File: src/rtl/lav_pkg.sv
// Shared types, constants and helper functions of the look-at view matrix block.
package lav_pkg;

   localparam int FRAC_BITS = 16;
   localparam int UNIT_W = FRAC_BITS + 2;
   localparam int AXIS_W = 18;
   localparam int NUM_W = FRAC_BITS + 31;
   localparam int CNT_W = $clog2(NUM_W);
   localparam int SQRT_STEPS = 32;
   localparam int QUEUE_DEPTH = 4;

   localparam longint AXIS_MAX = (64'sd1 <<< (AXIS_W - 1)) - 64'sd1;
   localparam longint AXIS_MIN = -AXIS_MAX - 64'sd1;
   localparam longint OFFSET_MAX = 64'sd2147483647;
   localparam longint OFFSET_MIN = -64'sd2147483648;

   localparam logic [1:0] ROW_RIGHT = 2'd0;
   localparam logic [1:0] ROW_UP = 2'd1;
   localparam logic [1:0] ROW_BACK = 2'd2;

   typedef logic signed [UNIT_W-1:0] unit_type;
   typedef logic signed [63:0] wide_type;

   typedef struct packed {
      logic [2:0][31:0] eye;
      logic [2:0][31:0] up;
      logic [2:0][32:0] zv;
      logic zero;
   } item_type;

   typedef struct packed {
      logic [1:0] row_index;
      logic [AXIS_W-1:0] axis_x;
      logic [AXIS_W-1:0] axis_y;
      logic [AXIS_W-1:0] axis_z;
      logic [31:0] offset;
      logic degenerate;
      logic last;
   } row_type;

   typedef struct packed {
      logic done;
      logic ok;
   } norm_status_type;

   typedef enum logic [3:0] {
      N_IDLE, N_MAX, N_SHIFT, N_SQ, N_SQRT, N_DLOAD, N_DIV, N_DSTORE, N_DONE
   } norm_state_type;

   typedef enum logic [3:0] {
      B_IDLE, B_ZGO, B_ZWAIT, B_XMUL, B_XACC, B_XGO, B_XWAIT,
      B_YMUL, B_YACC, B_YGO, B_YWAIT, B_OMUL, B_OACC, B_EMIT
   } back_state_type;

   function automatic logic [AXIS_W-1:0] axis_sat(unit_type u);
      wide_type v;
      v = 64'(u);
      if (v > AXIS_MAX) v = AXIS_MAX;
      if (v < AXIS_MIN) v = AXIS_MIN;
      return v[AXIS_W-1:0];
   endfunction

   // Round to nearest with ties upward, negate, then clamp to 32 bits.
   function automatic logic [31:0] offset_round(wide_type s);
      wide_type t;
      wide_type r;
      t = s + (64'sd1 <<< (FRAC_BITS - 1));
      r = -(t >>> FRAC_BITS);
      if (r > OFFSET_MAX) r = OFFSET_MAX;
      if (r < OFFSET_MIN) r = OFFSET_MIN;
      return r[31:0];
   endfunction

endpackage

File: src/rtl/lav_front.sv
// Front end: accepts request beats, forms eye minus target and flags a zero Z.
module lav_front import lav_pkg::*; (
   input  logic        clock,
   input  logic        reset,
   input  logic        push,
   output logic        full,
   input  logic [31:0] eye_x,
   input  logic [31:0] eye_y,
   input  logic [31:0] eye_z,
   input  logic [31:0] target_x,
   input  logic [31:0] target_y,
   input  logic [31:0] target_z,
   input  logic [31:0] up_x,
   input  logic [31:0] up_y,
   input  logic [31:0] up_z,
   output logic        item_valid,
   output item_type    item,
   input  logic        item_take
);

   item_type   q_ff [2];
   logic       wr_ptr_ff, wr_ptr_in;
   logic       rd_ptr_ff, rd_ptr_in;
   logic [1:0] count_ff, count_in;
   item_type   entry;
   logic       do_push;
   logic       do_pop;

   always_comb begin
      entry.eye = {eye_z, eye_y, eye_x};
      entry.up = {up_z, up_y, up_x};
      entry.zv[0] = {eye_x[31], eye_x} - {target_x[31], target_x};
      entry.zv[1] = {eye_y[31], eye_y} - {target_y[31], target_y};
      entry.zv[2] = {eye_z[31], eye_z} - {target_z[31], target_z};
      entry.zero = (eye_x == target_x) && (eye_y == target_y) && (eye_z == target_z);
   end

   assign full = (count_ff == 2'd2);
   assign item_valid = (count_ff != 2'd0);
   assign item = q_ff[rd_ptr_ff];
   assign do_push = push && !full;
   assign do_pop = item_take && item_valid;

   always_comb begin
      wr_ptr_in = do_push ? !wr_ptr_ff : wr_ptr_ff;
      rd_ptr_in = do_pop ? !rd_ptr_ff : rd_ptr_ff;
      count_in = count_ff + 2'(do_push) - 2'(do_pop);
   end

   always_ff @(posedge clock) begin
      if (reset) begin
         wr_ptr_ff <= 1'b0;
         rd_ptr_ff <= 1'b0;
         count_ff <= 2'd0;
      end else begin
         wr_ptr_ff <= wr_ptr_in;
         rd_ptr_ff <= rd_ptr_in;
         count_ff <= count_in;
      end
   end

   always_ff @(posedge clock) begin
      if (do_push) begin
         q_ff[wr_ptr_ff] <= entry;
      end
   end

endmodule

File: config.mk
export PLATFORM = sky130hd
export DESIGN_NAME = lav_front
export DESIGN_NICKNAME = d
export VERILOG_FILES = /design/src/rtl/lav_pkg.sv /design/src/rtl/lav_front.sv
export SDC_FILE = /design/constraint.sdc
export NUM_CORES = 1
export LEC_CHECK = 0
export BUFFER_PORTS_ARGS = -buffer_cell sky130_fd_sc_hd__clkbuf_2
export CAP_MARGIN = 20
export CORE_UTILIZATION = 40
export CTS_BUF_LIST = sky130_fd_sc_hd__clkbuf_16
export CTS_CLUSTER_SIZE = 30
export DETAILED_ROUTE_END_ITERATION = 10
export GPL_ROUTABILITY_DRIVEN = 1
export GPL_TIMING_DRIVEN = 0
export HOLD_SLACK_MARGIN = 0.06
export PLACE_DENSITY_LB_ADDON = 0.25
export SLEW_MARGIN = 10
export SYNTH_ARGS = -nofsm -noshare
export SYNTH_HDL_FRONTEND = slang
export SYNTH_SLANG_ARGS = --single-unit
File: constraint.sdc
create_clock -name clock -period 17.6 [get_ports clock]
set_input_delay 1.76 -clock clock [delete_from_list [all_inputs] [get_ports clock]]
set_output_delay 1.76 -clock clock [all_outputs]
set_load 0.01 [all_outputs]
### After elaboration in Yosys (flattened, before gate mapping)

Memories as Yosys holds them, arrays and structs flattened. A register that Yosys moved wholly into a read port is not among the register bits.
Index checks and enable logic that the tools add are counted.

| word-level totals | value |
|---|---|
| output and inout port bits | 294 |
| flip-flop bits (word level) | 4 |
| memories kept | 1 |
| memory bits (writable) | 584 |

Memories:

| name | words | bits a word | rd ports | clocked after memory_dff | wr ports | RTL line | source |
|---|---|---|---|---|---|---|---|
| q_ff | 2 | 292 | 1 | 1 | 1 | lav_front.sv:21 | `item_type q_ff [2];` |

| cells by class | value |
|---|---|
| add/sub/neg operators | 5 |
| muxes and demuxes | 4 |
| equal/unequal tests | 4 |
| reductions and logical operators | 8 |

Operator list:

| operator | count |
|---|---|
| $sub 32x32->33 | 3 |
| $eq 32x32->1 | 3 |
| $logic_and 1x1->1 | 4 |
| $mux 1 | 4 |
| $logic_not 1->1 | 3 |
| $add 2x1->2 | 1 |
| $eq 2x2->1 const B | 1 |
| $reduce_bool 2->1 | 1 |
| $sub 2x1->2 | 1 |

### Logic depth before layout (Yosys ltp)

| logic depth | value |
|---|---|
| word-level depth | 5 |
| mapped depth | 10 |
| mapped depth without buffers | 10 |

### Least setup slack after synthesis

Ideal clock, no wire load.

| timing | value |
|---|---|
| kind | input to register |
| start point | in push |
| end point | mem q_ff[0][0] (netlist name) (enable) |
| required time | 16.649 ns |
| arrival time | 13.942 ns |
| stages on the path | 2 |
| slack | 2.707 ns |
| cells stage by stage | nand2_1 > nor2_1 |

| between the ends | value |
|---|---|
| cells in the longest elaborated chain, start to end | 3 |

RTL lines:

| element | RTL line | source |
|---|---|---|
| from (decl) | lav_front.sv:5 | `input logic push,` |
| $logic_and 1x1->1 | lav_front.sv:41 | `assign do_push = push && !full;` |
| $mux 1 | lav_front.sv:63 | `if (do_push) begin` |
| $mux 1 (not written as such) | lav_front.sv:64 | `q_ff[wr_ptr_ff] <= entry;` |
| to (decl) | lav_front.sv:21 |  |

Every way passes these cells.

==> qor.txt <==
F_max: 207.4 MHz
Die Ht: 262.2 um
M1 GR Usage: 24.21%
Row count: 95
Starting Density: 40.38%
CTS max path bufs: 3
Syn Std Cell Area: 27070 um^2
Async set-reset flop share out of synthesis: 0%
Seq cells post-synth: 589
Clk root buf: clkbuf_16
RSZ-0062 raised after global routing: false
Ports: 586
Pre-Repair DR Iteration Count: 8
Worst R2R End: q_ff[0][219]
Clk network pwr share: 29.5%
Post-CTS setup buffers: 0
CTS tree: built
CP Capture Type: output pin
GRT busiest layer: met2
Synth area leader: edfxtp_1
Placed Area: 31530 um^2
Initial DRC Count: 1496
Status: complete, no violations
Tot GR Track Use: 20.36%
Final HPWL DP: 56030 um
Die area: 68730 um^2
Endpoints failing hold: 0
Sink Count: 589
Total number of vias: 17810
First-pass GRT wire length: 105400 um
Routed vias/inst: 5.181
Post-synth top flop: edfxtp_1
Fillers: 5825
Fin util: 50.16%
Hold Worst Slack: 0.5187 ns
Hold crit path type: reg -> reg
Synth area leaders: edfxtp_1 (65%), mux2_2 (12%), ha_1 (4.5%)
Core area: 67040 um^2
Number of synthesized flops with an enable pin: 584
Synthesized area per cell: 14.75 um^2
Internal power: 3.127 mW
Fin. max-slew vios: 0
Clock Skew: 0.01356 ns
Sequential cell area: 17640 um^2
Hold Path Depth: 2
Layout Area Growth over Synthesis: 24.22%
GR Overflow Total: 0
Min cycle time layout: 4.822 ns
Post-Synthesis Cells: 1836
Worst Hold Path EP: rd_ptr_ff
Worst path arrival time: 3.06 ns
Slew HR: 36.42%
CTS Buf Count: 66
MaxCap Viol Count: 0
Post-Layout Cell Count: 3438
Placer Congestion: 0.9142
GR Layer Usage met3: 6.539%
Final routed DRC violation total: 0
Tcrit/Tclk final: 27.40%
Lkg Pwr: 13.37 nW
Peak supply drop: 75.28 uV
Sequential share of power: 41.6%
Worst-margin pin slew: 0.9537 ns
CP Max Fanout: 10
CP Data Required Time: 15.84 ns
PD cells: 133.0 nW/um^2
Fin area: 33630 um^2
Distinct cells, synth: 74
Initial antenna violation count: 15
Clock slew at reported path FFs: 0.06 ns
Hold-fix buffers at CTS: 0
Pin count of the biggest net entering global routing: 58
Setup violators final: 0
Sequential area share after synthesis: 65.15%
Number of global-route vias before repair: 17760
Worst reg2reg startpoint: count_ff[0]
Sw frac: 30.10%
Comb pwr share: 28.9%
Crit Path Category: reg -> out
WL/cell: 21.15 um
Met2 Use GR: 34.88%
Dpl cells: 3313
Setup crit start kind: flop
Hold path start: rd_ptr_ff
Area of the multi-input gates: 8740 um^2
Die width: 262.2 um
Post-CTS Resized: 0
Share of the synthesized area in the top cell type: 64.78%
Net Sw Power: 1.347 mW
Clk Latency, worst-skew pair: 0.58 ns
R2R Setup Slk: 15.11 ns
Routed Antenna Nets: 0
NumNets Final: 2901
Yosys warning total: 0
Layout cells sized above 1: 39.79%
Synth Net Count: 2229
Post-Route WL: 72720 um
Reg2Reg Depth: 7
IO buf count: 585
CTS H-tree depth: 3
registers in the layout (all words and copies together) (netlist names), named ones only:
register   flops
q_ff         584
rd_ptr_ff      1
count_ff       2
wr_ptr_ff      1
through the flow:
stage	setup slack, ns	TNS [ns]	total power [mW]
floorplan	2.707	0	2.719
global placement	-4.754	-1375.00	3.284
detailed placement	12.79	0	3.199
CTS	12.49	0	4.535
global route	12.47	0	4.684
finish	12.78	0	4.474
layout by cell type (no fill, tap or decap), types with 5 or more instances in the layout:
master / instances
clkbuf_2: 586
edfxtp_1: 584
mux2_2: 292
inv_1: 143
ha_1: 98
a21oi_1: 92
nand2_1: 76
clkbuf_16: 67
nor2_1: 64
xnor2_1: 57
clkbuf_1: 47
o21ai_0: 47
a21o_1: 43
nand3_1: 28
xor2_1: 26
nand4_1: 23
o21bai_1: 18
nor3_1: 16
nor2b_1: 15
clkinv_1: 13
a31oi_1: 12
a211oi_1: 12
o21a_1: 11
buf_12: 11
and3_1: 10
clkinv_2: 10
diode_2: 9
nand2b_1: 9
nor4_1: 8
buf_16: 7
and2_1: 6
o211ai_1: 6
or2_2: 5
o21ai_1: 5
buf_2: 5
a2111o_1: 5
dfxtp_1: 5
bufinv_16: 5
cells by family (layout without fill, tap and decap cells):
kind of cell	Yosys count	count (layout)	share of synthesized area, %
other cells	0	9	0
simple gates	278	278	4.996
mux	293	293	12.18
compound gates	306	306	7.621
xor+xnor	83	83	2.685
fa+ha+maj	101	101	4.751
flops	589	589	65.15
buf+inv	186	906	2.616
worst max-delay path by stage:
stage,end,cells after the start,slack (ns),start
CTS,item[37],4,12.49,flop
finish,item[37],4,12.78,flop
floorplan,q_ff[0][0],2,2.71,push
global placement,q_ff[0][276],3,-4.75,push
global route,item[37],4,12.47,flop
detailed placement,q_ff[0][32],9,12.79,eye_x[1]
cell type report:
cell class / instances / area share (%)
clock inverters: 49 / 1.179
diodes: 9 / 0.06697
clock buffers: 67 / 4.985
flip-flops and latches: 589 / 52.44
inverters: 131 / 1.462
well taps: 873 / 3.248
repair buffers: 604 / 9.978
multi-input cells: 1061 / 25.99
plain buffers: 55 / 0.6474
synth_stat cells, drive strengths merged, types with 6 or more instances:
library cell	n
a211oi	15
a21o	43
a21oi	93
a31oi	13
and2	6
and3	11
buf	7
clkbuf	48
edfxtp	584
ha	98
inv	131
mux2	292
nand2	76
nand2b	9
nand3	28
nand4	23
nor2	65
nor2b	15
nor3	16
nor4	8
o211ai	7
o21a	11
o21ai	53
o21bai	18
or2	6
xnor2	57
xor2	26
power groups by stage:
stage	combinational [mW]	sequential, mW	clock (mW)
detailed placement	1.31	1.89	0
global placement	1.24	2.04	0
floorplan	0.743	1.98	0
global route	1.40	1.88	1.40
CTS	1.32	1.86	1.36
finish	1.29	1.86	1.32
per-layer routing:
layer	share of wire, %	vias to the layer above
li1	-	8347
met1	40	8717
met2	49	621
met3	8.3	114
met4	2.4	12
met5	0.11	-
worst max-delay path, cell delays in order (launching register included):
cell and delay (ns):
dfxtp_1 0.38, clkbuf_1 0.73, clkbuf_1 0.68, mux2_2 0.50, clkbuf_2 0.16
Note: power is estimated with default switching activity, not from simulation.
