File: src/rtl/lav_pkg.sv
// Shared types, constants and helper functions of the look-at view matrix block.
package lav_pkg;

   localparam int FRAC_BITS = 16;
   localparam int UNIT_W = FRAC_BITS + 2;
   localparam int AXIS_W = 18;
   localparam int NUM_W = FRAC_BITS + 31;
   localparam int CNT_W = $clog2(NUM_W);
   localparam int SQRT_STEPS = 32;
   localparam int QUEUE_DEPTH = 4;

   localparam longint AXIS_MAX = (64'sd1 <<< (AXIS_W - 1)) - 64'sd1;
   localparam longint AXIS_MIN = -AXIS_MAX - 64'sd1;
   localparam longint OFFSET_MAX = 64'sd2147483647;
   localparam longint OFFSET_MIN = -64'sd2147483648;

   localparam logic [1:0] ROW_RIGHT = 2'd0;
   localparam logic [1:0] ROW_UP = 2'd1;
   localparam logic [1:0] ROW_BACK = 2'd2;

   typedef logic signed [UNIT_W-1:0] unit_type;
   typedef logic signed [63:0] wide_type;

   typedef struct packed {
      logic [2:0][31:0] eye;
      logic [2:0][31:0] up;
      logic [2:0][32:0] zv;
      logic zero;
   } item_type;

   typedef struct packed {
      logic [1:0] row_index;
      logic [AXIS_W-1:0] axis_x;
      logic [AXIS_W-1:0] axis_y;
      logic [AXIS_W-1:0] axis_z;
      logic [31:0] offset;
      logic degenerate;
      logic last;
   } row_type;

   typedef struct packed {
      logic done;
      logic ok;
   } norm_status_type;

   typedef enum logic [3:0] {
      N_IDLE, N_MAX, N_SHIFT, N_SQ, N_SQRT, N_DLOAD, N_DIV, N_DSTORE, N_DONE
   } norm_state_type;

   typedef enum logic [3:0] {
      B_IDLE, B_ZGO, B_ZWAIT, B_XMUL, B_XACC, B_XGO, B_XWAIT,
      B_YMUL, B_YACC, B_YGO, B_YWAIT, B_OMUL, B_OACC, B_EMIT
   } back_state_type;

   function automatic logic [AXIS_W-1:0] axis_sat(unit_type u);
      wide_type v;
      v = 64'(u);
      if (v > AXIS_MAX) v = AXIS_MAX;
      if (v < AXIS_MIN) v = AXIS_MIN;
      return v[AXIS_W-1:0];
   endfunction

   // Round to nearest with ties upward, negate, then clamp to 32 bits.
   function automatic logic [31:0] offset_round(wide_type s);
      wide_type t;
      wide_type r;
      t = s + (64'sd1 <<< (FRAC_BITS - 1));
      r = -(t >>> FRAC_BITS);
      if (r > OFFSET_MAX) r = OFFSET_MAX;
      if (r < OFFSET_MIN) r = OFFSET_MIN;
      return r[31:0];
   endfunction

endpackage

File: src/rtl/lav_back.sv
// Back end: sequences the cross products, normalizations and row offsets.
module lav_back import lav_pkg::*; (
   input  logic            clock,
   input  logic            reset,
   input  logic            item_valid,
   input  item_type        item,
   output logic            item_take,
   output logic            norm_start,
   output wide_type        norm_x,
   output wide_type        norm_y,
   output wide_type        norm_z,
   input  norm_status_type norm_status,
   input  unit_type        unit_x,
   input  unit_type        unit_y,
   input  unit_type        unit_z,
   output logic            row_push,
   output row_type         row,
   input  logic            queue_full
);

   back_state_type state_ff, state_in;
   item_type       cur_ff;
   unit_type       ax0_ff [3];
   unit_type       ax1_ff [3];
   unit_type       ax2_ff [3];
   wide_type       vec_ff [3];
   wide_type       prod_ff;
   wide_type       acc_ff;
   logic [2:0]     term_ff;
   logic [1:0]     row_ff;
   logic           deg_ff;
   logic [1:0]     ai;
   logic [1:0]     bi;
   logic signed [31:0] mul_a;
   unit_type       mul_b;
   logic signed [31+UNIT_W:0] mul_p;
   unit_type       row_ax [3];

   // Operand pairs for the six partial products of a cross product.
   always_comb begin
      ai = 2'd0;
      bi = 2'd0;
      case (term_ff)
         3'd0: begin ai = 2'd1; bi = 2'd2; end
         3'd1: begin ai = 2'd2; bi = 2'd1; end
         3'd2: begin ai = 2'd2; bi = 2'd0; end
         3'd3: begin ai = 2'd0; bi = 2'd2; end
         3'd4: begin ai = 2'd0; bi = 2'd1; end
         3'd5: begin ai = 2'd1; bi = 2'd0; end
         default: begin ai = 2'd0; bi = 2'd0; end
      endcase
   end

   always_comb begin
      case (row_ff)
         ROW_RIGHT: row_ax = ax0_ff;
         ROW_UP:    row_ax = ax1_ff;
         default:   row_ax = ax2_ff;
      endcase
   end

   always_comb begin
      case (state_ff)
         B_XMUL: begin
            mul_a = $signed(cur_ff.up[ai]);
            mul_b = ax2_ff[bi];
         end
         B_YMUL: begin
            mul_a = 32'(ax2_ff[ai]);
            mul_b = ax0_ff[bi];
         end
         default: begin
            mul_a = $signed(cur_ff.eye[term_ff[1:0]]);
            mul_b = row_ax[term_ff[1:0]];
         end
      endcase
   end

   assign mul_p = mul_a * mul_b;

   always_comb begin
      state_in = state_ff;
      case (state_ff)
         B_IDLE:  if (item_valid) state_in = item.zero ? B_EMIT : B_ZGO;
         B_ZGO:   state_in = B_ZWAIT;
         B_ZWAIT: if (norm_status.done) state_in = norm_status.ok ? B_XMUL : B_EMIT;
         B_XMUL:  state_in = B_XACC;
         B_XACC:  state_in = (term_ff == 3'd5) ? B_XGO : B_XMUL;
         B_XGO:   state_in = B_XWAIT;
         B_XWAIT: if (norm_status.done) state_in = norm_status.ok ? B_YMUL : B_EMIT;
         B_YMUL:  state_in = B_YACC;
         B_YACC:  state_in = (term_ff == 3'd5) ? B_YGO : B_YMUL;
         B_YGO:   state_in = B_YWAIT;
         B_YWAIT: if (norm_status.done) state_in = norm_status.ok ? B_OMUL : B_EMIT;
         B_OMUL:  state_in = B_OACC;
         B_OACC:  state_in = (term_ff == 3'd2) ? B_EMIT : B_OMUL;
         B_EMIT: begin
            if (!queue_full) begin
               if (row_ff == ROW_BACK) state_in = B_IDLE;
               else state_in = deg_ff ? B_EMIT : B_OMUL;
            end
         end
         default: state_in = B_IDLE;
      endcase
   end

   always_comb begin
      item_take = (state_ff == B_IDLE) && item_valid;
      norm_start = (state_ff == B_ZGO) || (state_ff == B_XGO) || (state_ff == B_YGO);
      row_push = (state_ff == B_EMIT) && !queue_full;
      if (state_ff == B_ZGO) begin
         norm_x = 64'($signed(cur_ff.zv[0]));
         norm_y = 64'($signed(cur_ff.zv[1]));
         norm_z = 64'($signed(cur_ff.zv[2]));
      end else begin
         norm_x = vec_ff[0];
         norm_y = vec_ff[1];
         norm_z = vec_ff[2];
      end
      row.row_index = row_ff;
      row.degenerate = deg_ff;
      row.last = (row_ff == ROW_BACK);
      if (deg_ff) begin
         row.axis_x = '0;
         row.axis_y = '0;
         row.axis_z = '0;
         row.offset = 32'd0;
      end else begin
         row.axis_x = axis_sat(row_ax[0]);
         row.axis_y = axis_sat(row_ax[1]);
         row.axis_z = axis_sat(row_ax[2]);
         row.offset = offset_round(acc_ff);
      end
   end

   always_ff @(posedge clock) begin
      if (reset) begin
         state_ff <= B_IDLE;
      end else begin
         state_ff <= state_in;
      end
   end

   always_ff @(posedge clock) begin
      case (state_ff)
         B_IDLE: begin
            if (item_valid) begin
               cur_ff <= item;
               deg_ff <= item.zero;
               row_ff <= ROW_RIGHT;
               term_ff <= 3'd0;
            end
         end
         B_ZWAIT: begin
            if (norm_status.done) begin
               ax2_ff[0] <= unit_x;
               ax2_ff[1] <= unit_y;
               ax2_ff[2] <= unit_z;
               deg_ff <= !norm_status.ok;
            end
         end
         B_XWAIT: begin
            if (norm_status.done) begin
               ax0_ff[0] <= unit_x;
               ax0_ff[1] <= unit_y;
               ax0_ff[2] <= unit_z;
               deg_ff <= !norm_status.ok;
            end
         end
         B_YWAIT: begin
            if (norm_status.done) begin
               ax1_ff[0] <= unit_x;
               ax1_ff[1] <= unit_y;
               ax1_ff[2] <= unit_z;
               deg_ff <= !norm_status.ok;
            end
         end
         B_XMUL, B_YMUL, B_OMUL: prod_ff <= 64'(mul_p);
         B_XACC, B_YACC: begin
            // Even terms open a component, odd terms subtract and close it.
            if (!term_ff[0]) acc_ff <= prod_ff;
            else vec_ff[term_ff[2:1]] <= acc_ff - prod_ff;
            term_ff <= (term_ff == 3'd5) ? 3'd0 : term_ff + 3'd1;
         end
         B_OACC: begin
            acc_ff <= ((term_ff == 3'd0) ? 64'sd0 : acc_ff) + prod_ff;
            term_ff <= (term_ff == 3'd2) ? 3'd0 : term_ff + 3'd1;
         end
         B_EMIT: begin
            if (!queue_full) row_ff <= row_ff + 2'd1;
         end
         default: begin
         end
      endcase
   end

endmodule

File: config.mk
export PLATFORM = sky130hd
export DESIGN_NAME = lav_back
export DESIGN_NICKNAME = d
export VERILOG_FILES = /design/src/rtl/lav_pkg.sv /design/src/rtl/lav_back.sv
export SDC_FILE = /design/constraint.sdc
export NUM_CORES = 2
export LEC_CHECK = 0
export ABC_AREA = 1
export BUFFER_PORTS_ARGS = -buffer_cell sky130_fd_sc_hd__buf_2
export CAP_MARGIN = 20
export CORE_ASPECT_RATIO = 0.6
export CORE_MARGIN = 2
export CORE_UTILIZATION = 65
export DETAILED_ROUTE_END_ITERATION = 7
export PLACE_DENSITY_LB_ADDON = 0.12
export SKIP_CTS_REPAIR_TIMING = 1
export SYNTH_ARGS = -nofsm -noshare
export SYNTH_HDL_FRONTEND = slang
export SYNTH_SLANG_ARGS = --single-unit
File: constraint.sdc
create_clock -name clock -period 45.5 [get_ports clock]
set_input_delay 9.1 -clock clock [delete_from_list [all_inputs] [get_ports clock]]
set_output_delay 9.1 -clock clock [all_outputs]
set_load 0.1 [all_outputs]
; ---- Yosys cells after proc, flatten, opt, wreduce, memory -nomap -nowiden
; Memory sizes are Yosys's and may differ from the RTL's.
; Index checks and enable logic that the tools add are counted.
[totals]
ff_bits = 577
mem_bits_rw = 192
output_inout_bits = 285
word_cells = 172
memories = 1
[classes]
addsub = 6
mul = 1
magnitude_cmp = 13
n_eq_ne = 27
n_mux = 68
bitwise_logic = 3
reduce_logical = 29
[mem_list]
columns = name, words, width, rd, rd_ports_with_merged_regs, write_ports, line_no
row1 = vec_ff, 3, 64, 3, 0, 1, lav_back.sv:26  ; wide_type vec_ff [3];
[op_table]
columns = operator, n
row1 = two-way mux 64 bit, 13
row2 = two-way mux 18 bit, 11
row3 = less-than comparator 64 x 18 -> 1 bit (second input constant), 3
row4 = binary-select mux 18 bit (select 2 bit), 4
row5 = binary-select mux 32 bit (select 2 bit), 2
row6 = one-hot mux 64 bit (2 select lines), 1
row7 = one-hot mux 54 bit (2 select lines), 1
row8 = two-way mux 32 bit, 3
row9 = two-way mux 86 bit, 1
row10 = adder 64 x 17 -> 64 bit (second input constant), 1
row11 = adder 64 x 50 -> 64 bit, 1
row12 = > comparator 64 x 32 -> 1 bit (second input constant), 1
row13 = less-than comparator 64 x 32 -> 1 bit (second input constant), 1
row14 = negation 48 -> 64 bit, 1
row15 = one-hot mux 32 bit (2 select lines), 1
row16 = subtractor 64 x 50 -> 64 bit, 1
row17 = one-hot mux 4 bit (14 select lines), 1
row18 = > comparator 18 bit (second input constant), 3
row19 = multiplier 32 x 18 -> 50 bit, 1
row20 = two-way mux 4 bit, 10
row21 = one-hot mux 18 bit (2 select lines), 1
row22 = equality test 4 bit (second input constant), 6
row23 = two-way mux 3 bit, 7
row24 = equality test 4 x 3 -> 1 bit (second input constant), 4
row25 = 32 further kinds, 68

; ---- Depth between registers and ports, before layout
[depth]
ltp_word = 9
mapped_depth = 41
ltp_nobuf = 38

; ---- Worst setup path after synthesis
; OpenSTA, ideal clock, no wires.
[synth_timing]
path_kind = input-to-output
from = in item_valid
to = out item_take
arrival_ns = 22.296
required_time_ns = 36.400
setup_slack_ns = 14.104
path_stages = 2
n_path_buf = 0
path_cell_list = inv_1 > nor2_1
[synth_between]
elab_chain_len = 1
[synth_lines]
columns = element, line_no
row1 = "start, declared", lav_back.sv:5  ; input logic item_valid,
row2 = logical AND 1 bit, lav_back.sv:108  ; item_take = (state_ff == B_IDLE) && item_valid;
row3 = "end, declared", lav_back.sv:7  ; output logic item_take,
; No other way between the ends.

; ---- Final worst setup path
; Ends and elaborated chain as after synthesis.

==> metrics.txt <==
status=finished with violations; failing checks=DRC; initial DRC count=8757; Longest Clk Path Bufs=3; global-route wire length before repair=334 mm; top cell type's share of synthesized area=around 37%; synth warn=0; top_reg_cell synth=edfxtp_1; Multi-input gate area=approximately 0.034 mm^2; Die W=405 um; Die ar.=roughly 0.099 mm^2; Max FO, Critical Path=6; WP data required=36.40 ns; Slew Limit Fails=0; Synth area leader=edfxtp_1; DP Wirelength=174 mm; H-tree Lvls=3; drt wl/cell=approximately 25 um; worst path cell trace=buf_2 > inv_1 > nor2_4 > buf_2; RSZ-0062 raised after global routing=no; initial core utilization=around two thirds; Synth cell types=62; port bufs=636; final antenna-violating net count=0; Final setup viols=0; via count=about 57k; Cell Count, Final, Fillers Out=9288; worst skew pair latency=0.70 ns; core area=0.0959 mm^2; hold crit path type=flop to flop; vias in the first global route=54.5k; FF-to-FF Start=term_ff[1]; share of cells above drive strength 1=12.0%; Final Cycle Share=~43%; PnR worst setup slack=about 26 ns; drt first pass iters=8; Crit. Startpoint=item_valid; Syn Nets=8477; Crit Path Category=primary input to output pin; CTS buffer count=73; slowest CP cell=buf_2; routability cong.=~1.1; Seq/Total Area, Yosys=around 37%; slew margin rel.=13.9%; Syn Area/Cell=roughly 8.6 um^2; ranking of synthesized cells by area=edfxtp_1 37%, fa_1 18%, nand2_1 10%; clock slew at reported path FFs=0.07 ns; CTS tree=done; FILL cells=6844; # Max-Cap Violations=0; FF/Latch Area=0.0231 mm^2; fin area=around 0.070 mm^2; Root Driver=clkbuf_16; Critical Path Max Stage Delay=0.54 ns; clk sink count=769; Hold Path Origin=state_ff[2]; Total Wirelength=228 mm; Area after DPL=about 0.067 mm^2; startpoint types=primary input; EDFF count, synth=approximately 770; Die Ht=245 um; Vias/cell=about 6.2; Worst EP arrival=10.30 ns; skew final=0.0468 ns; Final min period=19.40 ns; flops & latches, synth=769; Synth async-reset ratio=0%; pre-CTS WS=~26 ns; Layout area overhead=11.4%; overflow left after global routing=0; actual slew at the worst max-slew pin=approximately 1.3 ns; pin count of the biggest net entering global routing=between 100 and 150; GRT Total Usage=between 40% and 50%; synthesized area=approximately 0.063 mm^2; initial antenna violation count=between 50 and 60; cell mode on critical path=buf_2; Row Count=88; Setup crit end kind=output pin; setup_tns=0 ns; Hold Vio Cnt, Final=0; f_max=0.0516 GHz; I/O pins=637; DRC=5; post-synthesis cell count=7316; nets=9038; placed cells=9106
## cell usage after synthesis, drive strengths merged (5+ instances only)
| cell type | instances |
|---|---|
| nand2 | 1747 |
| inv | 1288 |
| nor2 | 985 |
| edfxtp | 765 |
| fa | 555 |
| a21oi | 351 |
| o21ai | 320 |
| ha | 254 |
| clkbuf | 196 |
| nand3 | 159 |
| xor2 | 111 |
| a31oi | 68 |
| xnor2 | 67 |
| nand4 | 57 |
| nor3 | 48 |
| a221oi | 47 |
| o22ai | 34 |
| buf | 27 |
| a22o | 25 |
| o211ai | 23 |
| o21a | 21 |
| a221o | 16 |
| o31ai | 16 |
| clkinv | 15 |
| o21bai | 15 |
| a21o | 13 |
| or2 | 13 |
| a21boi | 11 |
| a31o | 9 |
| nand3b | 9 |
| nor4 | 9 |
| or3 | 9 |
| o2111ai | 6 |
| a211oi | 5 |
## area by class of cell
type,count,share of cell area [%]
Antenna cell,48,0.172
Clock buffer,86,2.73
Clock inverter,47,0.753
Inverter,1303,7.00
Multi-Input combinational cell,5021,48.7
Sequential cell,769,33.0
Tap cell,1305,2.34
Timing Repair Buffer,709,5.38
## final timing paths
path | endpoint | slack [ns] | cells after the start
max | item_take | 26.10 | 4
min | state_ff[2] | 0.55 | 2
max reg2reg | prod_ff[46] | 32.68 | 34
min reg2reg | state_ff[2] | 0.55 | 2
## logic make-up after synthesis
logic type,Yosys count,synth area share [%]
compound gates,997,9.37
buf+inv,1526,9.21
simple gates,3037,19.4
flops,769,36.7
fa+ha+maj,809,22.8
xor+xnor,178,2.48
## cell usage in the layout, fill, tap and decap left out, types with 21 or more instances in the layout
cell          n
nand2_1    1728
inv_1      1264
nor2_1      941
edfxtp_1    765
buf_2       636
fa_1        555
a21oi_1     350
o21ai_0     313
ha_1        252
nand3_1     153
xor2_1      111
clkbuf_16    73
buf_4        71
a31oi_1      68
xnor2_1      67
nand4_1      57
diode_2      48
a221oi_1     47
nor3_1       43
o22ai_1      34
a22o_1       25
inv_2        24
clkinv_1     24
o211ai_1     23
nor2_2       22
o21a_1       21
## worst max-delay path, delay by kind of cell
family / cells / cell delay (ns)
AND/OR/NAND/NOR: 1 / 0.46
buffers and inverters: 3 / 0.73
## through the flow
stage | util, % | hold WS, ns
floorplan | - | 0.476
global placement | 70.2 | 0.522
detailed placement | 70.2 | 0.529
CTS | 72.8 | 0.539
global route | 72.9 | 0.588
finish | 72.9 | 0.548
## state kept, by name, summed over array words and instances, names as in the netlist
register	flops
acc_ff	64
ax0_ff	54
ax1_ff	54
ax2_ff	54
cur_ff	291
deg_ff	1
prod_ff	50
row_ff	2
state_ff	4
term_ff	3
vec_ff	192
## per-layer routing
layer / routed length [um] / GRT usage, % / up-vias
met1: 88100 / 65.2 / 26972
li1: - / - / 24555
met2: 86800 / 58.9 / 4878
met3: 42100 / 21.9 / 824
met4: 10400 / 16.8 / 28
met5: 206 / 0 / -
Power is left out: the tool's default activity adds up to more than one toggle a clock period on the data nets, which glitch-free logic cannot reach.
