[config.mk]
export PLATFORM = sky130hd
export DESIGN_NAME = lav_rspq
export DESIGN_NICKNAME = d
export VERILOG_FILES = /design/src/rtl/lav_pkg.sv /design/src/rtl/lav_rspq.sv
export SDC_FILE = /design/constraint.sdc
export NUM_CORES = 1
export LEC_CHECK = 0
export ABC_AREA = 1
export BUFFER_PORTS_ARGS = -buffer_cell sky130_fd_sc_hd__buf_2
export CAP_MARGIN = 30
export CORE_ASPECT_RATIO = 1.75
export CORE_MARGIN = 2
export CORE_UTILIZATION = 29
export CTS_BUF_LIST = sky130_fd_sc_hd__clkbuf_16
export DETAILED_ROUTE_END_ITERATION = 8
export GPL_TIMING_DRIVEN = 0
export PLACE_DENSITY = 0.45
export SYNTH_ARGS = -nofsm -noshare
export SYNTH_HDL_FRONTEND = slang
export SYNTH_SLANG_ARGS = --single-unit
[constraint.sdc]
create_clock -name clock -period 2.97 [get_ports clock]
set_clock_uncertainty 0.2 [all_clocks]
set_input_delay 0.297 -clock clock [delete_from_list [all_inputs] [get_ports clock]]
set_output_delay 0.297 -clock clock [all_outputs]
set_load 0.03 [all_outputs]
[src/rtl/lav_pkg.sv]
// Shared types, constants and helper functions of the look-at view matrix block.
package lav_pkg;

   localparam int FRAC_BITS = 16;
   localparam int UNIT_W = FRAC_BITS + 2;
   localparam int AXIS_W = 18;
   localparam int NUM_W = FRAC_BITS + 31;
   localparam int CNT_W = $clog2(NUM_W);
   localparam int SQRT_STEPS = 32;
   localparam int QUEUE_DEPTH = 4;

   localparam longint AXIS_MAX = (64'sd1 <<< (AXIS_W - 1)) - 64'sd1;
   localparam longint AXIS_MIN = -AXIS_MAX - 64'sd1;
   localparam longint OFFSET_MAX = 64'sd2147483647;
   localparam longint OFFSET_MIN = -64'sd2147483648;

   localparam logic [1:0] ROW_RIGHT = 2'd0;
   localparam logic [1:0] ROW_UP = 2'd1;
   localparam logic [1:0] ROW_BACK = 2'd2;

   typedef logic signed [UNIT_W-1:0] unit_type;
   typedef logic signed [63:0] wide_type;

   typedef struct packed {
      logic [2:0][31:0] eye;
      logic [2:0][31:0] up;
      logic [2:0][32:0] zv;
      logic zero;
   } item_type;

   typedef struct packed {
      logic [1:0] row_index;
      logic [AXIS_W-1:0] axis_x;
      logic [AXIS_W-1:0] axis_y;
      logic [AXIS_W-1:0] axis_z;
      logic [31:0] offset;
      logic degenerate;
      logic last;
   } row_type;

   typedef struct packed {
      logic done;
      logic ok;
   } norm_status_type;

   typedef enum logic [3:0] {
      N_IDLE, N_MAX, N_SHIFT, N_SQ, N_SQRT, N_DLOAD, N_DIV, N_DSTORE, N_DONE
   } norm_state_type;

   typedef enum logic [3:0] {
      B_IDLE, B_ZGO, B_ZWAIT, B_XMUL, B_XACC, B_XGO, B_XWAIT,
      B_YMUL, B_YACC, B_YGO, B_YWAIT, B_OMUL, B_OACC, B_EMIT
   } back_state_type;

   function automatic logic [AXIS_W-1:0] axis_sat(unit_type u);
      wide_type v;
      v = 64'(u);
      if (v > AXIS_MAX) v = AXIS_MAX;
      if (v < AXIS_MIN) v = AXIS_MIN;
      return v[AXIS_W-1:0];
   endfunction

   // Round to nearest with ties upward, negate, then clamp to 32 bits.
   function automatic logic [31:0] offset_round(wide_type s);
      wide_type t;
      wide_type r;
      t = s + (64'sd1 <<< (FRAC_BITS - 1));
      r = -(t >>> FRAC_BITS);
      if (r > OFFSET_MAX) r = OFFSET_MAX;
      if (r < OFFSET_MIN) r = OFFSET_MIN;
      return r[31:0];
   endfunction

endpackage

[src/rtl/lav_rspq.sv]
// Result queue holding finished rows until the consumer pops them.
module lav_rspq import lav_pkg::*; (
   input  logic    clock,
   input  logic    reset,
   input  logic    row_push,
   input  row_type row_in,
   output logic    queue_full,
   input  logic    pop,
   output logic    empty,
   output row_type head
);

   localparam int PTR_W = $clog2(QUEUE_DEPTH);

   row_type          q_ff [QUEUE_DEPTH];
   logic [PTR_W-1:0] wr_ptr_ff, wr_ptr_in;
   logic [PTR_W-1:0] rd_ptr_ff, rd_ptr_in;
   logic [PTR_W:0]   count_ff, count_in;
   logic             do_pop;

   assign queue_full = (count_ff == (PTR_W + 1)'(QUEUE_DEPTH));
   assign empty = (count_ff == '0);
   assign head = q_ff[rd_ptr_ff];
   assign do_pop = pop && !empty;

   always_comb begin
      wr_ptr_in = row_push ? wr_ptr_ff + 1'b1 : wr_ptr_ff;
      rd_ptr_in = do_pop ? rd_ptr_ff + 1'b1 : rd_ptr_ff;
      count_in = count_ff + (PTR_W + 1)'(row_push) - (PTR_W + 1)'(do_pop);
   end

   always_ff @(posedge clock) begin
      if (reset) begin
         wr_ptr_ff <= '0;
         rd_ptr_ff <= '0;
         count_ff <= '0;
      end else begin
         wr_ptr_ff <= wr_ptr_in;
         rd_ptr_ff <= rd_ptr_in;
         count_ff <= count_in;
      end
   end

   always_ff @(posedge clock) begin
      if (row_push) begin
         q_ff[wr_ptr_ff] <= row_in;
      end
   end

endmodule

Yosys cells after proc, flatten, opt, wreduce, memory -nomap -nowiden. Memories as Yosys holds them, arrays and structs flattened. A register that Yosys moved wholly into a read port is not among the register bits. Index checks and enable logic that the tools add are counted.

Memories kept: 1. Output and inout bits: 92. Input port bits: 94. Word-level logic and storage cells: 16. Register bits: 7. Bits in writable memories: 360.

Memories: q_ff (words 4, width 90, read ports 1, clocked after Yosys merged registers in 1, write ports 1, line lav_rspq.sv:15) `row_type q_ff [QUEUE_DEPTH];`.

Muxes and demuxes: 4. Reduce and logical (&&, ||, !) cells: 3. Equality and inequality tests: 1. Add/sub/neg operators: 4.

Operators with widths (number): $add 2x1->2 const B (2); $mux 2 (2); $add 3x1->3 (1); $eq 3x3->1 const B (1); $logic_not 3->1 (1); $sub 3x1->3 (1); $mux 1 (2); $logic_and 1x1->1 (1); $logic_not 1->1 (1).

Depth between registers and ports, before layout. Gate-level depths: netlist of run 1.

Depth in word-level cells: 5. Gate-level depth with buffers: 12. Mapped depth without buffers: 12.

Worst setup path before layout of run 1. No wires, ideal clock.

Path type: register to register. Start point: register wr_ptr_ff[0]. End point: memory q_ff[2][0] in the netlist's numbering, enable pin. Data required time: 2.326 ns. Clock period less this slack: 2.972 ns. Path buffers: 0. Library setup time: 0.444 ns. Path slack: -0.002 ns. Cell stages (with the launch flop): 5. Arrival time: 2.329 ns. Cell sequence: dfxtp_1 > inv_1 > ha_1 > nand2_1 > inv_1.

RTL lines: start, declared (line lav_rspq.sv:16) `logic [PTR_W-1:0] wr_ptr_ff, wr_ptr_in;`; start signal, assigned (line lav_rspq.sv:38) `wr_ptr_ff <= wr_ptr_in;`; end, declared (line lav_rspq.sv:15).

No word-level cell before the write port.

==> reports/metrics.csv, run 1 <==
metric,value,unit
synth.distinct_cells,19,
drt-total-wl,36.93,mm
finalNetCount,1358,
dp.final_hpwl,22.09,mm
layout_setup_ws,97.73,ps
synth.ff_latch_count,369,
cp.required,2470,ps
max_stage_delay,300,ps
num_rows,105,
post-route-period-util,96.71,%
maxSlewViolCount,0,
clock-sinks,369,
die_y,291.9,um
end_kind,output pin,
first_pass_iters,4,
num-fill-cells,4478,
clk_pin_slew,60,ps
dpl.cell_count,1711,
crit_family,buffers and inverters,
mostFrequentLayoutCells,"360 x edfxtp_1, 188 x nor2_1, 185 x buf_2",
timing.hold.ws,289.0,ps
setup_tns,0,ps
initial_core_util,29.29,%
area_growth,28.64,%
critPathMaxFanout,10,
num_vias,8715,
crit_chain,buf_6 -> buf_6 -> inv_6 -> buf_12 -> buf_4 -> nor2_1 -> o22ai_1 -> buf_2,
status,"complete, no violations",
layout-drive-gt1-share,22.58,%
grt_pass1_vias,9016,
wl_per_cell,19.77,um
mostFrequentLayoutCell,edfxtp_1,
critPathLaunchType,register,
p_leak,6.243,nW
p_seq_share,42.1,%
crit_arrival,2380,ps
hold_viol_final,0,
crit_slowest_cell,dfxtp_1,
cts_inserted_buffers,37,
cap_violations,0,
power_frac_clock,30.3,%
grt_max_degree,71,
grt_remaining_overflow,0,
cp.buffers_inverters,6,
peakVddDrop,0.4682,mV
setup_viol,0,
via_per_inst,4.665,
drc,0,
clk-insertion-delay-late,530,ps
preCtsSetupSlack,62.49,ps
timing.slew.headroom,43.52,%
crit_type,reg2out,
p_sw_share,33.48,%
syn-mean-instance-area,14.76,sq um
yosysWarnings,0,
tritoncts,done,
root_buffer,clkbuf_16,
fmax,348.2,MHz
postRouteAntennaNets,0,
powerDensity,809.5,nW/um^2
coreArea,46900,sq um
worst_pin_slew,845.5,ps
power_frac_comb,27.5,%
intPower,9.518,mW
layout_min_cycle_time,2872,ps
hp-class,reg2reg,
num_antenna_cells,0,
top_usage_layer,met2,
cts_buffer_depth,3,
syn-num-nets,1032,
fin_cells,1868,
cts-htree-levels,2,
synth_area,13740,sq um
drt_iter0_drc,497,
antenna_found_initial,1,
gp_congestion,0.7051,
grtUsageMet1,16.77,%
die_area,49200,sq um
grt.total_usage,14.77,%
io_pins,186,
rsz0062_at_grt,yes,
grt_pass1_wl,54.19,mm
met2_usage,27.36,%
die_x,168.5,um
cp_common_cell,buf_6,
syn_inst,931,
seq_area_frac_synth,79.99,%
portBuffers,185,
p_switching,4.789,mW
met3_usage,2.887,%
p_total,14.31,mW
worst reg2reg max path: stages (launching register included):
cell,delay (ps)
dfxtp_1,360
inv_1,100
ha_1,200
nand2_1,100
clkinvlp_4,680
buf_12,470
buf_12,210
flip-flops by register name, summed over array words and instances, names as in the netlist, named ones only:
register   cells
q_ff         360
rd_ptr_ff      2
wr_ptr_ff      2
count_ff       3
worst paths after layout:
kind	from	endpoint	slack, ps	cells after the start
worst min register to register	rd_ptr_ff[0]$_SDFFE_PP0P_	register	290	2
worst min-delay path	rd_ptr_ff[0]$_SDFFE_PP0P_	register	290	2
worst max-delay path	register	head[75]	100	8
worst max register to register	wr_ptr_ff[0]$_SDFFE_PP0P_	q_ff[2][78]$_DFFE_PP_	350	6
power groups by stage:
stage          combinational [mW]  sequential, mW  clock [mW]
2_1_floorplan                2.42            6.14           0
3_3_place_gp                 3.86            6.16           0
3_5_place_dp                 3.90            6.14           0
4_1_cts                      4.04            6.03        4.50
5_1_grt                      4.27            6.04        4.67
6_report                     3.94            6.03        4.34
cell families after synthesis:
| group | synth area share (%) |
|---|---|
| buffers and inverters | 2.841 |
| flip-flops | 79.99 |
| AND/OR/NAND/NOR | 5.564 |
| adder cells (fa/ha/maj) | 0.6921 |
| AO/OA/AOI/OAI | 10.91 |
synth_stat cells, drive strengths merged:
master	instances	area, sq um
edfxtp	360	10810
nor2	188	705.7
o21ai	182	910.9
o22ai	90	563.0
clkbuf	44	165.2
inv	18	72.57
buf	14	152.6
nand2	11	41.29
dfxtp	9	180.2
ha	6	75.07
a21oi	5	25.02
nand3	2	10.01
fa	1	20.02
nor3b	1	7.510
routing by layer:
metal / vias up / part of all wire, %
li1: 4157 / -
met1: 4292 / 39
met2: 214 / 53
met3: 50 / 5.1
met4: 2 / 2.7
met5: - / 0.022
timing repair:
item                       CTS  global route
setup endpoints to repair   90            13
hold buffers                93             0
gates resized for setup     24             7
pin swaps                    0             0
buffers inserted             2             0
hold endpoints to repair   369             0
final cells by class:
class | instances | area, sq um | share of cell area, %
flip-flops and latches | 369 | 10990 | 62.18
multi-input cells | 486 | 2365 | 13.38
repair buffers | 287 | 2027 | 11.47
clock buffers | 39 | 975.9 | 5.522
well taps | 588 | 735.7 | 4.163
plain buffers | 58 | 350.3 | 1.982
clock inverters | 23 | 136.4 | 0.7716
inverters | 18 | 93.84 | 0.5309
metrics by stage:
stage | util (%) | area, sq um
after floorplan | - | 13750
after global placement | 32.85 | 15410
after detailed placement | 33.21 | 15570
after CTS | 37.68 | 17670
after global routing | 37.68 | 17670
final | 37.68 | 17670
Power figures use the tool's default switching activity.
==> run 2: changes to the inputs <==
--- a/config.mk
+++ b/config.mk
@@ -14,7 +14,8 @@
 export CTS_BUF_LIST = sky130_fd_sc_hd__clkbuf_16
 export DETAILED_ROUTE_END_ITERATION = 8
 export GPL_TIMING_DRIVEN = 0
-export PLACE_DENSITY = 0.45
+export RECOVER_POWER = 50
+export SLEW_MARGIN = 20
 export SYNTH_ARGS = -nofsm -noshare
 export SYNTH_HDL_FRONTEND = slang
 export SYNTH_SLANG_ARGS = --single-unit
==> reports/metrics.csv, run 2 (synthesized netlist as in run 1, its figures left out) <==
metric,value,unit,change
grt_pass1_wl,53.72,mm,was 54.19 mm
cp.required,2470,ps,about the same
status,"complete, no violations",,unchanged
multi_input_area,2402,sq um,was 2365 sq um
powerDensity,807.8,nW/um^2,was 809.5 nW/um^2
rr_startpoint,wr_ptr_ff[1]$_SDFFE_PP0P_,,was wr_ptr_ff[0]$_SDFFE_PP0P_
coreArea,46900,sq um,unchanged
cp_common_cell,buf_6,,unchanged
end_kind,output pin,,unchanged
die_x,168.5,um,unchanged
final_area,17600,sq um,was 17670 sq um
grt_remaining_overflow,0,,unchanged
io_pins,186,,unchanged
r2r_slack,220,ps,was 350 ps
root_buffer,clkbuf_16,,unchanged
tritoncts,done,,unchanged
drc,0,,unchanged
portBuffers,185,,unchanged
num-fill-cells,4415,,was 4478
maxSlewViolCount,0,,unchanged
antenna_found_initial,3,,was 1
mostFrequentLayoutCell,edfxtp_1,,unchanged
layout_min_cycle_time,2875,ps,was 2872 ps
initial_core_util,29.29,%,unchanged
max_stage_delay,300,ps,about the same
wl_per_cell,19.13,um,was 19.77 um
largest_reg_flops,360,,unchanged
hold_viol_final,0,,unchanged
crit_arrival,2380,ps,about the same
area_growth,28.08,%,was 28.64%
num_vias,8835,,was 8715
drt_iter0_drc,654,,was 497
p_total,14.21,mW,was 14.31 mW
final_util,37.52,%,was 37.68%
fmax,347.8,MHz,was 348.2 MHz
layout-drive-gt1-share,16.17,%,was 22.58%
dp.final_hpwl,22.44,mm,was 22.09 mm
critPathLaunchType,register,,unchanged
die_area,49200,sq um,unchanged
clk_pin_slew,60,ps,about the same
cts-htree-levels,2,,unchanged
timing.hold.ws,275.7,ps,was 289.0 ps
clk-insertion-delay-late,530,ps,about the same
ff_latch_area,10990,sq um,unchanged
hp-start,rd_ptr_ff[0]$_SDFFE_PP0P_,,unchanged
finalNetCount,1356,,was 1358
cap_violations,0,,unchanged
place_area,15590,sq um,was 15570 sq um
gp_congestion,0.7356,,was 0.7051
reg2reg_depth,5,,was 6
cts_inserted_buffers,35,,was 37
first_pass_iters,5,,was 4
r2r-end,q_ff[1][52]$_DFFE_PP_,,was q_ff[2][78]$_DFFE_PP_
timing.slew.headroom,24.65,%,was 43.52%
clock-sinks,369,,unchanged
drt-total-wl,35.78,mm,was 36.93 mm
num_rows,105,,unchanged
grt_pass1_vias,9272,,was 9016
mostFrequentLayoutCells,"360 x edfxtp_1, 188 x nor2_1, 172 x o21ai_0",,"was 360 x edfxtp_1, 188 x nor2_1, 185 x buf_2"
cts_buffer_depth,3,,unchanged
grt.total_usage,14.40,%,was 14.77%
crit_type,reg2out,,unchanged
grt_max_degree,54,,was 71
crit_slowest_cell,dfxtp_1,,unchanged
via_per_inst,4.725,,was 4.665
peakVddDrop,0.5078,mV,was 0.4682 mV
setup_viol,0,,unchanged
postRouteAntennaNets,0,,unchanged
hp-class,reg2reg,,unchanged
reg_top3,"q_ff (360), count_ff (3)",,unchanged
top_register,q_ff,,unchanged
rsz0062_at_grt,no,,was yes
worst_pin_slew,1128,ps,was 845.5 ps
p_leak,6.000,nW,was 6.243 nW
min_path_cells,2,,unchanged
crit_chain,buf_6 -> buf_6 -> inv_6 -> buf_12 -> buf_4 -> nor2_1 -> o22ai_1 -> buf_2,,unchanged
die_y,291.9,um,unchanged
post-route-period-util,96.81,%,was 96.71%
critPathMaxFanout,10,,unchanged
run 2: how the worst max path moves through the flow:
| stage | from | to | slack (ps) |
|---|---|---|---|
| floorplan | wr_ptr_ff[1]$_SDFFE_PP0P_ | q_ff[1][0]$_DFFE_PP_ | 20 |
| detailed placement | register | head[39] | -30 |
| global route | register | head[39] | 5 |
| finish | register | head[83] | 90 |
| global placement | wr_ptr_ff[1]$_SDFFE_PP0P_ | q_ff[3][18]$_DFFE_PP_ | -1690 |
| CTS | register | head[8] | 5 |
run 2: timing repair:
| action | in CTS | in global routing |
|---|---|---|
| hold buffers | 93 | 0 |
| endpoints found under the setup margin | 90 | 40 |
| buffers inserted | 2 | 0 |
| gates resized for setup | 28 | 17 |
| hold endpoints to repair | 369 | 0 |
run 2: layout make-up:
type | instances | share of cell area [%]
Sequential cell | 369 | 62.46
Multi-Input combinational cell | 486 | 13.65
Timing Repair Buffer | 288 | 10.99
Clock buffer | 36 | 5.119
Tap cell | 588 | 4.181
Buffer | 57 | 1.998
Clock inverter | 26 | 1.059
Inverter | 18 | 0.5191
Antenna cell | 2 | 0.02844
run 2: power breakdown:
group          total [mW]  internal [mW]  switching [mW]
sequential           6.03           5.97          0.0598
clock                4.24           2.38            1.86
combinational        3.94           1.09            2.85
run 2: critical path: cells and delay by family, from the launching register on:
kind	cells	cell delay, ps
flops	1	300
compound gates	1	270
simple gates	1	60
buf+inv	6	1180
run 2: stage by stage:
stage / setup TNS, ps / cells / worst slack [ps]
floorplan: 0 / 931 / 20.71
CTS: 0 / 1868 / 4.697
finish: 0 / 1870 / 94.61
global route: 0 / 1870 / 5.151
global placement: -471660 / 1704 / -1688
detailed placement: -76.55 / 1712 / -30.21
run 2: per-layer routing:
metal	vias up	part of all wire, %	routed length, um	global-route usage (%)
met4	2	3.4	1223	6.245
met2	233	52	18550	26.31
met1	4384	40	14370	16.44
met3	66	4.5	1627	2.413
li1	4150	-	-	-
met5	-	0.025	9	0
